**src/design/mtw_pkg.sv**
```systemverilog
// mtw_pkg: shared types, constants and mode codes for the multi-task watchdog
// no dependencies; imported by mtw_step, multi_task_watchdog_core, mtw_checker and the bench
package mtw_pkg;

	// client and register sizing
	localparam int MAX_CLIENTS   = 8;
	localparam int ID_W          = 3;
	localparam int CNT_IDS_W     = 4;
	localparam int TICK_W        = 24;
	localparam int CFG_IDX_W     = 1;
	localparam int CFG_DATA_W    = 24;
	localparam int IN_DATA_W     = 8;
	localparam int OUT_DATA_W    = 24;

	localparam logic [TICK_W-1:0] TIMEOUT_RESET = TICK_W'(96);

	// configuration register indexes
	localparam logic [CFG_IDX_W-1:0] REG_TIMEOUT_TICKS = 1'd0;
	localparam logic [CFG_IDX_W-1:0] REG_REQUIRE_ENROLL = 1'd1;

	// item modes
	typedef enum logic [2:0] {
		MODE_ALLOC     = 3'd0,
		MODE_TRACK_ON  = 3'd1,
		MODE_TRACK_OFF = 3'd2,
		MODE_CHECK_IN  = 3'd3,
		MODE_KICK      = 3'd4,
		MODE_ENABLE    = 3'd5,
		MODE_DISABLE   = 3'd6,
		MODE_TICK      = 3'd7
	} mtw_mode_t;

	// watchdog state
	typedef struct packed {
		logic [CNT_IDS_W-1:0]   ids_given;
		logic [MAX_CLIENTS-1:0] tracked;
		logic [MAX_CLIENTS-1:0] pending;
		logic                   timer_on;
		logic [TICK_W-1:0]      tick_count;
		logic                   expired;
	} mtw_state_t;

	// one result item
	typedef struct packed {
		logic [MAX_CLIENTS-1:0] pending_mask;
		logic [MAX_CLIENTS-1:0] tracked_mask;
		logic                   sleep_safe;
		logic                   running;
		logic                   expired;
		logic                   kicked;
		logic                   alloc_failed;
		logic [ID_W-1:0]        given_id;
	} mtw_result_t;

endpackage

```
**src/design/multi_task_watchdog_core.sv**
```systemverilog
// multi_task_watchdog_core: top level of the multi-client watchdog
// depends on mtw_pkg and mtw_step
//
// Usage:
//   s_* channel takes one item per transfer: mode (allocate, track on/off,
//   check in, kick, enable, disable, tick) and a client id.
//   m_* channel returns exactly one result per item: allocated id, allocate
//   failure, kick flag, sticky expiry, running, sleep-safe and both masks.
//   cfg_we/cfg_index/cfg_wdata write timeout_ticks (index 0) and
//   require_enrollment (index 1); write only while no item is in flight.
// Timing:
//   an item is held in the input register, then its result is loaded
//   into the output register, which drives m_tvalid and m_tdata.
//   The state update is combinational, so one item per cycle is
//   sustained while m_tready stays high.
// Stall and reset:
//   when m_tready is low the result holds and the input register holds one
//   more item; s_tready drops only once both are full.
//   arst_n clears all masks, the counter, the expiry flag, both channels and
//   sets timeout_ticks to 96 and require_enrollment to 0.
module multi_task_watchdog_core
	import mtw_pkg::*;
(
	input  logic                  clk,
	input  logic                  arst_n,
	// input item, lowest bit up: mode[2:0], client_id[5:3], zero pad[7:6]
	input  logic                  s_tvalid,
	output logic                  s_tready,
	input  logic [IN_DATA_W-1:0]  s_tdata,
	// result item, lowest bit up: given_id[2:0], alloc_failed[3], kicked[4],
	// expired[5], running[6], sleep_safe[7], tracked_mask[15:8], pending_mask[23:16]
	output logic                  m_tvalid,
	input  logic                  m_tready,
	output logic [OUT_DATA_W-1:0] m_tdata,
	// configuration write port
	input  logic                  cfg_we,
	input  logic [CFG_IDX_W-1:0]  cfg_index,
	input  logic [CFG_DATA_W-1:0] cfg_wdata
);

	logic [TICK_W-1:0]  timeout_q;
	logic               enroll_q;
	mtw_state_t         state_q;
	mtw_state_t         state_nxt;
	mtw_result_t        res_nxt;

	logic               valid_s1;
	mtw_mode_t          mode_s1;
	logic [ID_W-1:0]    id_s1;

	logic               out_valid_q;
	mtw_result_t        out_q;

	logic               advance;

	// result register free or being drained
	assign advance  = valid_s1 && (!out_valid_q || m_tready);
	assign s_tready = !valid_s1 || advance;

	// configuration registers
	always_ff @(posedge clk or negedge arst_n) begin
		if (!arst_n) begin
			timeout_q <= TIMEOUT_RESET;
			enroll_q  <= 1'b0;
		end else if (cfg_we) begin
			unique case (cfg_index)
				REG_TIMEOUT_TICKS:  timeout_q <= cfg_wdata[TICK_W-1:0];
				REG_REQUIRE_ENROLL: enroll_q  <= cfg_wdata[0];
				default: ;
			endcase
		end
	end

	// input register
	always_ff @(posedge clk or negedge arst_n) begin
		if (!arst_n) begin
			valid_s1 <= 1'b0;
		end else if (s_tready) begin
			valid_s1 <= s_tvalid;
		end
	end

	always_ff @(posedge clk) begin
		if (s_tready && s_tvalid) begin
			mode_s1 <= mtw_mode_t'(s_tdata[2:0]);
			id_s1   <= s_tdata[5:3];
		end
	end

	// item logic
	mtw_step u_step (
		.cur            (state_q),
		.mode           (mode_s1),
		.client_id      (id_s1),
		.timeout_ticks  (timeout_q),
		.require_enroll (enroll_q),
		.nxt            (state_nxt),
		.res            (res_nxt)
	);

	// watchdog state
	always_ff @(posedge clk or negedge arst_n) begin
		if (!arst_n) begin
			state_q <= '0;
		end else if (advance) begin
			state_q <= state_nxt;
		end
	end

	// result register
	always_ff @(posedge clk or negedge arst_n) begin
		if (!arst_n) begin
			out_valid_q <= 1'b0;
		end else if (advance) begin
			out_valid_q <= 1'b1;
		end else if (m_tready) begin
			out_valid_q <= 1'b0;
		end
	end

	always_ff @(posedge clk) begin
		if (advance)
			out_q <= res_nxt;
	end

	assign m_tvalid = out_valid_q;
	assign m_tdata  = out_q;

endmodule

```
**src/design/mtw_step.sv**
```systemverilog
// mtw_step: next-state and result logic for one watchdog item
// depends on mtw_pkg
module mtw_step
	import mtw_pkg::*;
(
	input  mtw_state_t        cur,
	input  mtw_mode_t         mode,
	input  logic [ID_W-1:0]   client_id,
	input  logic [TICK_W-1:0] timeout_ticks,
	input  logic              require_enroll,
	output mtw_state_t        nxt,
	output mtw_result_t       res
);

	logic [MAX_CLIENTS-1:0] bit_sel;
	logic                   valid_id;

	assign bit_sel  = MAX_CLIENTS'(1) << client_id;
	assign valid_id = {1'b0, client_id} < cur.ids_given;

	// state update for the item
	always_comb begin
		mtw_state_t             s;
		logic                   kick;
		logic                   failed;
		logic [ID_W-1:0]        given;
		logic [MAX_CLIENTS-1:0] pend;
		logic                   do_check_in;
		logic [TICK_W-1:0]      cnt_inc;

		s           = cur;
		kick        = 1'b0;
		failed      = 1'b0;
		given       = '0;
		do_check_in = 1'b0;
		cnt_inc     = cur.tick_count;

		unique case (mode)
			MODE_ALLOC: begin
				if (cur.ids_given < CNT_IDS_W'(MAX_CLIENTS)) begin
					given       = cur.ids_given[ID_W-1:0];
					s.ids_given = cur.ids_given + 1'b1;
				end else begin
					failed = 1'b1;
				end
			end
			MODE_TRACK_ON: begin
				if (valid_id) begin
					// first enrolled client starts a stopped timer
					if (require_enroll && cur.tracked == '0 && !cur.timer_on) begin
						s.timer_on   = 1'b1;
						s.tick_count = '0;
						kick         = 1'b1;
					end
					s.tracked   = cur.tracked | bit_sel;
					do_check_in = 1'b1;
				end
			end
			MODE_TRACK_OFF: begin
				if (valid_id) begin
					s.tracked = cur.tracked & ~bit_sel;
					// last client leaving stops the timer
					if (require_enroll && s.tracked == '0)
						s.timer_on = 1'b0;
					do_check_in = 1'b1;
				end
			end
			MODE_CHECK_IN: begin
				do_check_in = valid_id;
			end
			MODE_KICK: begin
				s.tick_count = '0;
				kick         = 1'b1;
			end
			MODE_ENABLE: begin
				if (!cur.timer_on) begin
					s.timer_on   = 1'b1;
					s.tick_count = '0;
					kick         = 1'b1;
				end
			end
			MODE_DISABLE: begin
				s.timer_on = 1'b0;
			end
			MODE_TICK: begin
				if (cur.timer_on) begin
					if (cur.tick_count < timeout_ticks)
						cnt_inc = cur.tick_count + 1'b1;
					s.tick_count = cnt_inc;
					if (cnt_inc >= timeout_ticks)
						s.expired = 1'b1;
				end
			end
			default: ;
		endcase

		// check-in: clear own pending bit; when no tracked client is still pending, clear the counter and reload pending
		pend = cur.pending & ~bit_sel;
		if (do_check_in) begin
			if ((pend & s.tracked) == '0) begin
				s.tick_count = '0;
				kick         = 1'b1;
				s.pending    = s.tracked;
			end else begin
				s.pending = pend;
			end
		end

		nxt              = s;
		res.given_id     = given;
		res.alloc_failed = failed;
		res.kicked       = kick;
		res.expired      = s.expired;
		res.running      = s.timer_on;
		res.sleep_safe   = (s.tracked == '0);
		res.tracked_mask = s.tracked;
		res.pending_mask = s.pending;
	end

endmodule

```
**config.mk**
```make
export PLATFORM = sky130hd
export DESIGN_NAME = multi_task_watchdog_core
export DESIGN_NICKNAME = d
export VERILOG_FILES = /design/src/design/mtw_pkg.sv /design/src/design/multi_task_watchdog_core.sv /design/src/design/mtw_step.sv
export SDC_FILE = /design/constraint.sdc
export NUM_CORES = 1
export LEC_CHECK = 0
export BUFFER_PORTS_ARGS = -buffer_cell sky130_fd_sc_hd__buf_2
export CORE_MARGIN = 4
export CORE_UTILIZATION = 30
export DETAILED_ROUTE_END_ITERATION = 6
export PLACE_DENSITY = 0.51
export REMOVE_ABC_BUFFERS = 1
export SYNTH_ARGS = -nofsm -noshare
export SYNTH_HDL_FRONTEND = slang
export SYNTH_HIERARCHICAL = 1
export SYNTH_SLANG_ARGS = --single-unit
```
**constraint.sdc**
```tcl
create_clock -name clk -period 4 [get_ports clk]
set_clock_uncertainty 0.1 [all_clocks]
set_input_delay 0.4 -clock clk [delete_from_list [all_inputs] [get_ports clk]]
set_output_delay 0.4 -clock clk [all_outputs]
set_load 0.02 [all_outputs]
```
* Yosys cells after proc, flatten, opt, wreduce, memory -nomap -nowiden
Index checks and enable logic that the tools add are counted.
** Cells by class
- $lt $le $gt $ge :: 4
- Shift operators :: 1
- Add/sub/neg operators :: 2
- Eq/ne operators :: 7
- Reduce and logical (&&, ||, !) cells :: 21
- Muxes and demuxes :: 31
- Bitwise gates (word level) :: 6
** Operators with widths (number)
- 24-bit two-way mux :: 6
- 24-bit case mux with 4 select lines :: 1
- 25-bit two-way mux :: 3
- 8-bit logical NOT :: 4
- 8-bit two-way mux :: 4
- 24-bit by 1-bit adder with 24-bit output, second input constant :: 1
- 8-bit bitwise AND :: 3
- 24-bit >= comparator :: 1
- 24-bit less-than comparator :: 1
- 8-bit case mux with 2 select lines :: 1
- 1-bit two-way mux :: 13
- 3-bit == test, second input constant :: 4
- 8-bit inverter :: 1
- 8-bit bitwise OR :: 1
- 1-bit by 3-bit left shift with 8-bit output, first input constant :: 1
- 3-bit by 2-bit == test with 1-bit output, second input constant :: 2
- 2-bit AND reduction :: 3
- 1-bit logical AND :: 5
- 4-bit by 1-bit adder with 4-bit output, second input constant :: 1
- 3-bit by 4-bit less-than comparator with 1-bit output :: 1
- 4-bit less-than comparator, second input constant :: 1
- 1-bit case mux with 4 select lines :: 1
- 3-bit by 1-bit == test with 1-bit output, second input constant :: 1
- 1-bit logical NOT :: 3
- other kinds (8) :: 9
** Word-level totals
- Output and inout port bits :: 26
- Bits in registers :: 103
- Input bits :: 38
- Word-level logic and storage cells :: 92

* Longest topological paths before layout
Gate-level depths: netlist of the first run.
- Depth after elaboration :: 10
- Depth in mapped cells :: 20
- Gate-level depth less buffers :: 18

* By module
Netlist of the first run, hierarchy kept.
** By module, submodules not included
- multi_task_watchdog_core :: instances 1, area an instance 3767.4 um^2, cells an instance 191, seq. area each 2730.1 um^2
- mtw_step :: instances 1, area an instance 3359.5 um^2, cells an instance 494, seq. area each 0.0 um^2

* Least setup slack after synthesis of the first run
No wires, ideal clock.
- Kind :: flip-flop to flip-flop
- From :: register state_q[20] in the netlist's numbering
- To :: register out_q (netlist bit m_tdata[5]), data pin
- Data required time :: 3.649 ns
- Cell stages (with the launch flop) :: 16
- Library setup time :: 0.251 ns
- Clock period less this slack :: 4.159 ns
- Path buffers :: 1
- Setup slack :: -0.159 ns
- Arrival :: 3.808 ns
- Path through :: dfrtp_1 -> ha_1 -> a21oi_1 -> o21a_1 -> a2bb2oi_1 -> o31ai_4 -> nor3_1 -> mux2_2 -> ha_1 -> a21o_1 -> a21oi_1 -> o21ai_0 -> a2111oi_0 -> o21ai_0 -> a211o_1 -> buf_4
** RTL lines
- from (decl) :: RTL line multi_task_watchdog_core.sv:43 : mtw_state_t state_q;
- from (signal assigned) :: RTL line multi_task_watchdog_core.sv:106 : state_q <= state_nxt;
- to (signal assigned) :: RTL line multi_task_watchdog_core.sv:123 : out_q <= res_nxt;
- to (decl) :: RTL line multi_task_watchdog_core.sv:52 : mtw_result_t out_q;

==> results, run 1 <==
- The run finished, with violations left.
- The checks that failed: negative setup slack.
- The number of search-and-repair iterations in the first detailed-routing pass is 5.
- In the final timing run, aggregate negative setup slack is -0.263 ns.
- After the first detailed-routing iteration, the DRC count stood at 435.
- Counting every instance in the synthesized netlist gives 685.
- Along the worst path, the maximum fanout reaches 4.
- Using the TritonRoute via totals, the vias-per-cell ratio works out to 4.96.
- By area the synthesized netlist is led by sky130_fd_sc_hd__dfrtp_1 25%, sky130_fd_sc_hd__edfxtp_1 13%, sky130_fd_sc_hd__ha_1 9.1%.
- Setup repair after global routing could not meet its margin everywhere.
- The mean instance size in the synthesized netlist is 10.4 µm².
- Entering global routing, the biggest net connects 47 pins.
- The floorplan row count is 56.
- The via count of the first global-routing pass was 5627.
- The critical path goes through ha_4 -> nand4_1 -> or4_4 -> o21ai_4 -> buf_6 -> or3_4 -> nor3_2 -> buf_4 -> xor2_2 -> ha_1 -> a21o_1 -> a21oi_2 -> nor2b_2 -> a2111oi_4 -> o21ai_1 -> a211o_1 -> mux2_4.
- No sink is reached through more buffers than the 2 on the longest clock path.
- The tightest hold path in the finished design has a slack of 0.119 ns.
- Setup slack on the critical path of the routed design comes to -0.195 ns.
- Across all layers, the routed design uses 5646 vias.
- The static leakage is 4.03 nW.
- STA classifies the critical path startpoint as a register.
- The worst setup path is captured at a register.
- The number of clock buffers added by TritonCTS is 9.
- In the final routed layout, each cell accounts on average for 16.7 µm.
- Based on the critical path, the design can be clocked at up to 238 MHz.
- The die covers 26300 µm².
- The number of non-filler instances in the completed layout is 1138.
- The number of levels in the clock H-tree is 3.
- The path type of the worst setup path is register to register.
- On the worst path, the slowest cell contributes a delay of 0.63 ns.
- The total number of nets in the final design is 904.
- The number of different library cells in the post-synthesis netlist is 75.
- In the finished design, the share of the clock period the worst path needs comes to 1.05.
- The number of pins with negative max-slew slack in the final report is 0.
- Power spread over the standard cell area amounts to 383 nW/µm².
- The count of yosys warnings during synthesis is 6.
- The slew at the pin closest to its max-slew limit is 1.04 ns.
- The wire length reported by the detailed router is 19000 µm.
- The share of synthesized area in the top cell type comes to 0.249.
- Across the VDD grid, the largest voltage drop is 0.000158 V.
- Subtracting the final worst setup slack from the clock period gives 4.19 ns.
- The core region is 23400 µm².
- The total of max-cap violations is 0.
- Once detail routing completed, the nets flagged for antenna violations numbered 0.
- The clock reaches the later pin of the worst-skew pair after 0.36 ns.
- The floorplan step set the die height to 162 µm.
- Of the total power, combinational logic draws 0.307.
- The internal portion of the total power is 2.33 mW.
- The most used flip-flop cell after synthesis is sky130_fd_sc_hd__dfrtp_1.
- The biggest area contributor in the post-synthesis netlist is sky130_fd_sc_hd__dfrtp_1.
- The classification of the worst-slack hold path is input pin to register.
- The number of antenna violations at the first check in global routing came to 0.
- Including well taps, the total number of placed cells is 1108.
- Synthesis inferred 103 register bits.
- The count of input and output buffers is 61.
- Clock-pin slew was measured on the worst setup and hold paths at 0.07 ns.
- In this run the tightest slew margin relative to its limit is 0.308.
- The post-placement worst setup slack is -0.589 ns.
- The tree is rooted in a sky130_fd_sc_hd__clkbuf_16.
- 0 antenna diodes ended up in the layout.
- The hold violation total from the final report was 0.
- The number of synthesized flops with an enable pin is 30.
- The wire length of the first global-routing pass is 30600 µm.
- The worst endpoint required time is 4.15 ns.
- The horizontal die dimension is 162 µm.
- The netlist area before placement is 7130 µm².
- The number of sinks handled by clock tree synthesis is 103.
- The share of flip-flops with an asynchronous set or reset after synthesis is 0.709.
- The initial core utilization is 0.305.
- The number of endpoints failing setup at the final stage is 2.
- The fraction of power spent switching nets is 0.319.
- The number of top-level pins is 64.
- The core occupancy in the finished layout is 0.381.
- For this run the aggregate overflow at the end of global routing stands at 0.
- Of the total power, the clock network draws 0.282.
- The fraction of power consumed by sequential logic is 0.411.
- TritonCTS built the clock tree.
- The switching power total is 1.09 mW.
- The number of DRC violations after detailed routing is 0.
- Data arrives at the worst endpoint at 4.34 ns.
- The layout-stage area growth over the synthesis result is 25.1%.
- In the global route stage, overall resource usage came out at 0.147.
- The number of fill cells in the layout is 2362.
- At the end of routability-driven placement, the weighted congestion stood at 0.842.
- The slowest stage of the critical path belongs to the cell sky130_fd_sc_hd__or4_4.
- The post-detailed-placement half-perimeter wirelength is 13400 µm.
- The fraction of final layout cells sized beyond drive strength 1 is 0.380.
- The part of the Yosys area used for sequential elements is 0.383.
## layer usage
layer	global-route usage	share of wire	vias to the layer above
met5	0	0	-
met3	0.0226	0.031	23
met2	0.230	0.45	121
met1	0.207	0.50	2718
li1	-	-	2784
met4	0.0500	0.022	0
## flip-flops by register name (all words and copies together), names as in the netlist
name       flops
enroll_q       1
id_s1          3
m_tdata       24
m_tvalid       1
mode_s1        3
state_q       46
timeout_q     24
valid_s1       1
## worst paths after layout
kind | start | to | slack (ns) | depth (start not counted)
max | state_q[20] | state_q[0] | -0.19 | 17
min | s_tdata[4] | id_s1[1] | 0.12 | 1
max reg2reg | state_q[20] | state_q[0] | -0.19 | 17
min reg2reg | timeout_q[3] | timeout_q[3] | 0.41 | 1
max in group asynchronous | arst_n | timeout_q[6] | 2.43 | 3
min in group asynchronous | arst_n | state_q[0] | 0.50 | 2
## cell families after synthesis
family          count (synthesis)  synth area share
compound gates                160             0.158
xor+xnor                       24            0.0295
fa+ha+maj                      52            0.0913
buf+inv                        84            0.0650
flops                         103             0.383
mux                            74             0.132
simple gates                  188             0.142
## layout by cell type, fill, tap and decap left out, types with 5 or more instances in the layout
cell type	netlist	routed
sky130_fd_sc_hd__inv_1	37	32
sky130_fd_sc_hd__nand2_1	46	45
sky130_fd_sc_hd__edfxtp_1	30	30
sky130_fd_sc_hd__a21oi_1	31	26
sky130_fd_sc_hd__ha_4	0	8
sky130_fd_sc_hd__o21ai_1	3	6
sky130_fd_sc_hd__mux2_4	29	30
sky130_fd_sc_hd__a22oi_1	5	5
sky130_fd_sc_hd__and3_1	9	9
sky130_fd_sc_hd__nand3_1	13	12
sky130_fd_sc_hd__xnor2_1	13	11
sky130_fd_sc_hd__a21o_1	13	13
sky130_fd_sc_hd__nor3_2	2	5
sky130_fd_sc_hd__a31oi_1	12	12
sky130_fd_sc_hd__dfrtp_1	71	71
sky130_fd_sc_hd__nor2_1	34	33
sky130_fd_sc_hd__buf_4	20	100
sky130_fd_sc_hd__clkbuf_16	0	9
sky130_fd_sc_hd__a21oi_2	0	5
sky130_fd_sc_hd__buf_2	13	60
sky130_fd_sc_hd__o21ai_0	34	30
sky130_fd_sc_hd__inv_2	0	5
sky130_fd_sc_hd__nand4_1	11	11
sky130_fd_sc_hd__mux2_2	44	43
sky130_fd_sc_hd__and2_1	14	13
sky130_fd_sc_hd__nor3_1	15	10
sky130_fd_sc_hd__xor2_1	11	10
sky130_fd_sc_hd__a22o_1	9	9
sky130_fd_sc_hd__or4_1	5	5
sky130_fd_sc_hd__ha_1	52	44
## area by class of cell
cell class / instances / area (µm²) / area share
Tap cell: 319 / 399 / 0.0448
Clock buffer: 11 / 233 / 0.0261
Timing Repair Buffer: 165 / 1110 / 0.125
Multi-Input combinational cell: 498 / 4220 / 0.474
Inverter: 37 / 139 / 0.0156
Sequential cell: 103 / 2730 / 0.306
Clock inverter: 5 / 81.3 / 0.00913
## worst max-delay path, delay by kind of cell (launching register included)
family | cells | cell delay, ns
buf+inv | 2 | 0.28
compound gates | 6 | 1.25
simple gates | 5 | 1.03
flops | 1 | 0.42
xor+xnor | 1 | 0.14
fa+ha+maj | 2 | 0.59
mux | 1 | 0.27
## power groups by stage
stage / combinational (mW) / clock, mW / sequential (mW)
final: 1.05 / 0.963 / 1.40
after global routing: 1.16 / 1.04 / 1.42
after CTS: 1.03 / 0.990 / 1.40
after detailed placement: 0.984 / 0 / 1.42
after global placement: 0.974 / 0 / 1.42
after floorplan: 0.610 / 0 / 1.43
## synthesized netlist by cell type, drive strengths merged (4+ instances only)
library cell and n:
nor2 34, xor2 11, or3 5, nor3 17, a2111oi 4, nand3 13, and3 10, buf 40
nand3b 4, a21o 13, nand4 12, nand2b 4, and2 14, o31ai 4, a21oi 31, mux2 73
a22o 9, o21a 4, nor4 5, a22oi 5, dfrtp 71, inv 37, clkbuf 7, xnor2 13
a31oi 12, nand2 47, nor2b 4, or4 6, ha 52, o21ai 38, a211oi 7, edfxtp 30
## metrics by stage
step | power (mW) | instance area (µm²)
final | 3.42 | 8910
after global routing | 3.62 | 8910
after CTS | 3.42 | 8770
after detailed placement | 2.41 | 8190
after global placement | 2.40 | 8190
after floorplan | 2.04 | 6800
## timing repair
| action | CTS | global route |
|---|---|---|
| buffers inserted | 5 | 9 |
| setup endpoints to repair | 2 | 2 |
| hold buffers | 1 | 0 |
| endpoints found under the hold margin | 17 | 0 |
| pin swaps | 19 | 18 |
| resized for setup | 41 | 16 |
| gates cloned | 0 | 0 |
Power figures use the tool's default switching activity.
==> run 2, diff against run 1 <==
--- a/config.mk
+++ b/config.mk
@@ -10,6 +10,7 @@
 export CORE_UTILIZATION = 30
 export DETAILED_ROUTE_END_ITERATION = 6
 export PLACE_DENSITY = 0.51
+export RECOVER_POWER = 25
 export REMOVE_ABC_BUFFERS = 1
 export SYNTH_ARGS = -nofsm -noshare
 export SYNTH_HDL_FRONTEND = slang
==> run 2 against run 1 <==
Worst hold slack gained 0.00050 ns; first-iteration DRC count is the same; critical path depth is the same; die area is the same; sequential cell count is the same; combinational power is essentially flat; the run ends with max-capacitance violations, max-slew violations, negative setup slack left; via count shrank 0.21%; register-to-register slack is essentially flat; setup slack lost 0.0061 ns; cell count is the same; total power is essentially flat.
==> results, run 2 (synthesis results as in run 1) <==
- The flip-flop count of the largest register after layout is 46 (unchanged).
- In the layout the commonest cells are 98 x sky130_fd_sc_hd__buf_4, 71 x sky130_fd_sc_hd__dfrtp_1, 60 x sky130_fd_sc_hd__buf_2, 45 x sky130_fd_sc_hd__nand2_1, 44 x sky130_fd_sc_hd__ha_1.
- The startpoint identified for the worst register-to-register timing path is state_q[20].
- The total core area was 23400 µm² (unchanged).
- The number of cells on the worst hold path is 1 (unchanged).
- The global routing met1 resource utilization was 0.207 (unchanged).
- Setup repair after global routing could not meet its margin everywhere.
- The number of levels in the clock H-tree is 3 (unchanged).
- The layout-stage area growth over the synthesis result is 24.9% (about the same).
- The number of top-level pins came to 64 (unchanged).
- The number of buffers on the longest clock path is 2 (unchanged).
- The horizontal die dimension was 162 µm (unchanged).
- The total number of vias is 5634 (-0.21%).
- The initial core utilization is 0.305 (unchanged).
- The cell count after placement is 1108 (unchanged).
- The floorplan row count is 56 (unchanged).
- The worst hold-check slack is 0.119 ns (+0.000501 ns).
- The core occupancy in the finished layout came to 0.381 (about the same).
- The weighted congestion reported at the end of routability-driven placement came to 0.842 (unchanged).
- The wire length of the first global-routing pass is 30600 µm (unchanged).
- The number of pins with negative max-slew slack in the final report is 47 (+47).
- The post-layout minimum cycle time is 4.20 ns (+0.00611 ns).
- The post-detailed-placement half-perimeter wirelength was 13400 µm (unchanged).
- The via count of the first global-routing pass is 5627 (unchanged).
- The worst hold path belongs to the class input pin to register.
- The static leakage is 4.02 nW (-0.19%).
- The total overflow reported by the global router is 0 (unchanged).
- The final reports fail on max-capacitance violations, max-slew violations, negative setup slack.
- The overall die height is 162 µm (unchanged).
- The number of cells traversed by the worst register-to-register path is 17 (unchanged).
- The TritonCTS clock tree is yes.
- The register bank with the most flops is state_q.
- The total CTS buffers is 9 (unchanged).
- The clock network latency to the later pin of the worst-skew pair is 0.36 ns (about the same).
- The nature of the critical path startpoint is a register.
- The average vias per placed instance is 4.95 (-0.21%).
- The layer flagged by global routing as most heavily used is met2.
- The number of non-filler instances in the completed layout is 1138 (unchanged).
- The setup TNS is -0.276 ns (-0.0125 ns).
- The clock-pin slew of the registers on the worst-case setup and hold paths is 0.07 ns (about the same).
- The relative max-transition margin is -0.817 (-1.12).
- The met3 demand-to-capacity share in global routing is 0.0226 (unchanged).
- The hold violation total from the final report is 0 (unchanged).
- The worst setup slack after layout is -0.201 ns (-0.00611 ns).
- The number of sinks handled by clock tree synthesis came to 103 (unchanged).
- The worst setup slack for register-to-register paths is -0.20 ns (about the same).
- The portion of the clock cycle consumed by the worst path in the final layout is 1.05 (+0.00153).
- The fraction of final layout cells sized beyond drive strength 1 is 0.377 (-0.00244).
- The peak fanout along the critical path was 4 (unchanged).
- The worst IR drop on VDD is 0.000158 V (-0.26%).
- The worst endpoint required time is 4.15 ns (about the same).
- The path type of the worst setup path is register to register.
- The finished layout cell area is 8900 µm² (about the same).
- The cell at the root of the clock tree is sky130_fd_sc_hd__clkbuf_16.
- STA classifies the critical path endpoint as a register.
- The number of endpoints failing setup at the final stage is 2 (unchanged).
- The count of input and output buffers came to 61 (unchanged).
- The wire length reported by the detailed router was 19000 µm (-0.15%).
- The run finished, with violations left.
- The met2 routing resource usage after global routing came to 0.230 (unchanged).
- The average detailed-routed wire length per instance is 16.7 µm (-0.15%).
- The global routing usage summed across all routing layers is 0.147 (unchanged).
- The largest net degree at the start of global routing was 47 (unchanged).
- The number of fill cells in the layout is 2364 (+0.085%).
- The number of DRC violations after detailed routing is 0 (unchanged).
- The total of max-cap violations is 1 (+1).
- The placed standard-cell area is 8190 µm² (unchanged).
- The total number of nets in the final design is 904 (unchanged).
- The end point of the critical path is state_q[0].
- The remaining number of nets flagged by the antenna check after routing is 0 (unchanged).
- The worst register-to-register path ends at state_q[0].
- The data arrival at the endpoint of the critical path is 4.35 ns (about the same).
- The starting DRC count in detailed routing was 435 (unchanged).
- The maximum clock frequency came to 238 MHz (-0.15%).
- The number of antenna repair diodes is 0 (unchanged).
- The slew at the pin closest to its max-slew limit is 2.73 ns (+1.69 ns).
- The power density normalized to cell area is 384 nW/µm² (about the same).
- The most critical setup path has its startpoint at state_q[20].
- Leaving out fill and tap cells, the most frequent cell in the layout is sky130_fd_sc_hd__buf_4.
- The number of antenna violations at the first check in global routing came to 0 (unchanged).
- The number of search-and-repair iterations in the first detailed-routing pass came to 5 (unchanged).
- The area of the die is 26300 µm² (unchanged).
run 2: cell types whose count changed in the layout (fill, tap and decap cells not counted), sizes merged:
cell    delta
clkbuf     +2
buf        -2
run 2: how the worst min path moves through the flow:
stage	startpoint	end	slack [ns]
floorplan	arst_n	enroll_q	0.004
global placement	arst_n	state_q[22]	0.37
detailed placement	arst_n	state_q[22]	0.36
finish	s_tdata[4]	id_s1[1]	0.12
global route	s_tdata[4]	id_s1[1]	0.11
CTS	s_tdata[4]	id_s1[1]	0.11
run 2: stage by stage:
| stage | total power, mW | setup slack [ns] |
|---|---|---|
| final | 3.42 | -0.201 |
| after global routing | 3.62 | -0.349 |
| after CTS | 3.42 | -0.0926 |
| after detailed placement | 2.41 | -0.589 |
| after global placement | 2.40 | -0.463 |
| after floorplan | 2.04 | -0.163 |
run 2: power by group:
group | internal (mW) | switching, mW
Combinational | 0.514 | 0.536
Clock | 0.551 | 0.411
Sequential | 1.26 | 0.141
Total | 2.33 | 1.09
run 2: area by class of cell:
cell class | instances | area (µm²) | share of cell area
Clock buffer | 11 | 233 | 0.0261
Inverter | 37 | 139 | 0.0156
Timing Repair Buffer | 165 | 1100 | 0.124
Multi-Input combinational cell | 498 | 4220 | 0.474
Tap cell | 319 | 399 | 0.0448
Sequential cell | 103 | 2730 | 0.307
Clock inverter | 5 | 81.3 | 0.00913
run 2: layer usage:
layer	wire (µm)	up-vias
li1	-	2784
met1	9450	2704
met2	8490	123
met3	613	23
met4	409	0
met5	0	-
run 2: worst max-delay path: stages (launching register included):
cell                        delay (ns)
sky130_fd_sc_hd__dfrtp_1          0.42
sky130_fd_sc_hd__ha_4             0.29
sky130_fd_sc_hd__nand4_1          0.15
sky130_fd_sc_hd__or4_4            0.63
sky130_fd_sc_hd__o21ai_4          0.19
sky130_fd_sc_hd__buf_6            0.14
sky130_fd_sc_hd__or3_4            0.13
sky130_fd_sc_hd__nor3_2           0.04
sky130_fd_sc_hd__buf_4            0.14
sky130_fd_sc_hd__xor2_2           0.14
sky130_fd_sc_hd__ha_1             0.30
sky130_fd_sc_hd__a21o_1           0.20
sky130_fd_sc_hd__a21oi_2          0.16
sky130_fd_sc_hd__nor2b_2          0.08
sky130_fd_sc_hd__a2111oi_4        0.30
sky130_fd_sc_hd__o21ai_1          0.12
sky130_fd_sc_hd__a211o_1          0.29
sky130_fd_sc_hd__mux2_4           0.27
run 2: timing repair:
item / 4_1_cts / 5_1_grt
resized for setup: 41 / 16
setup endpoints to repair: 2 / 2
pin swaps: 19 / 18
hold buffers: 1 / 0
setup buffers: 5 / 9
hold endpoints to repair: 17 / 0
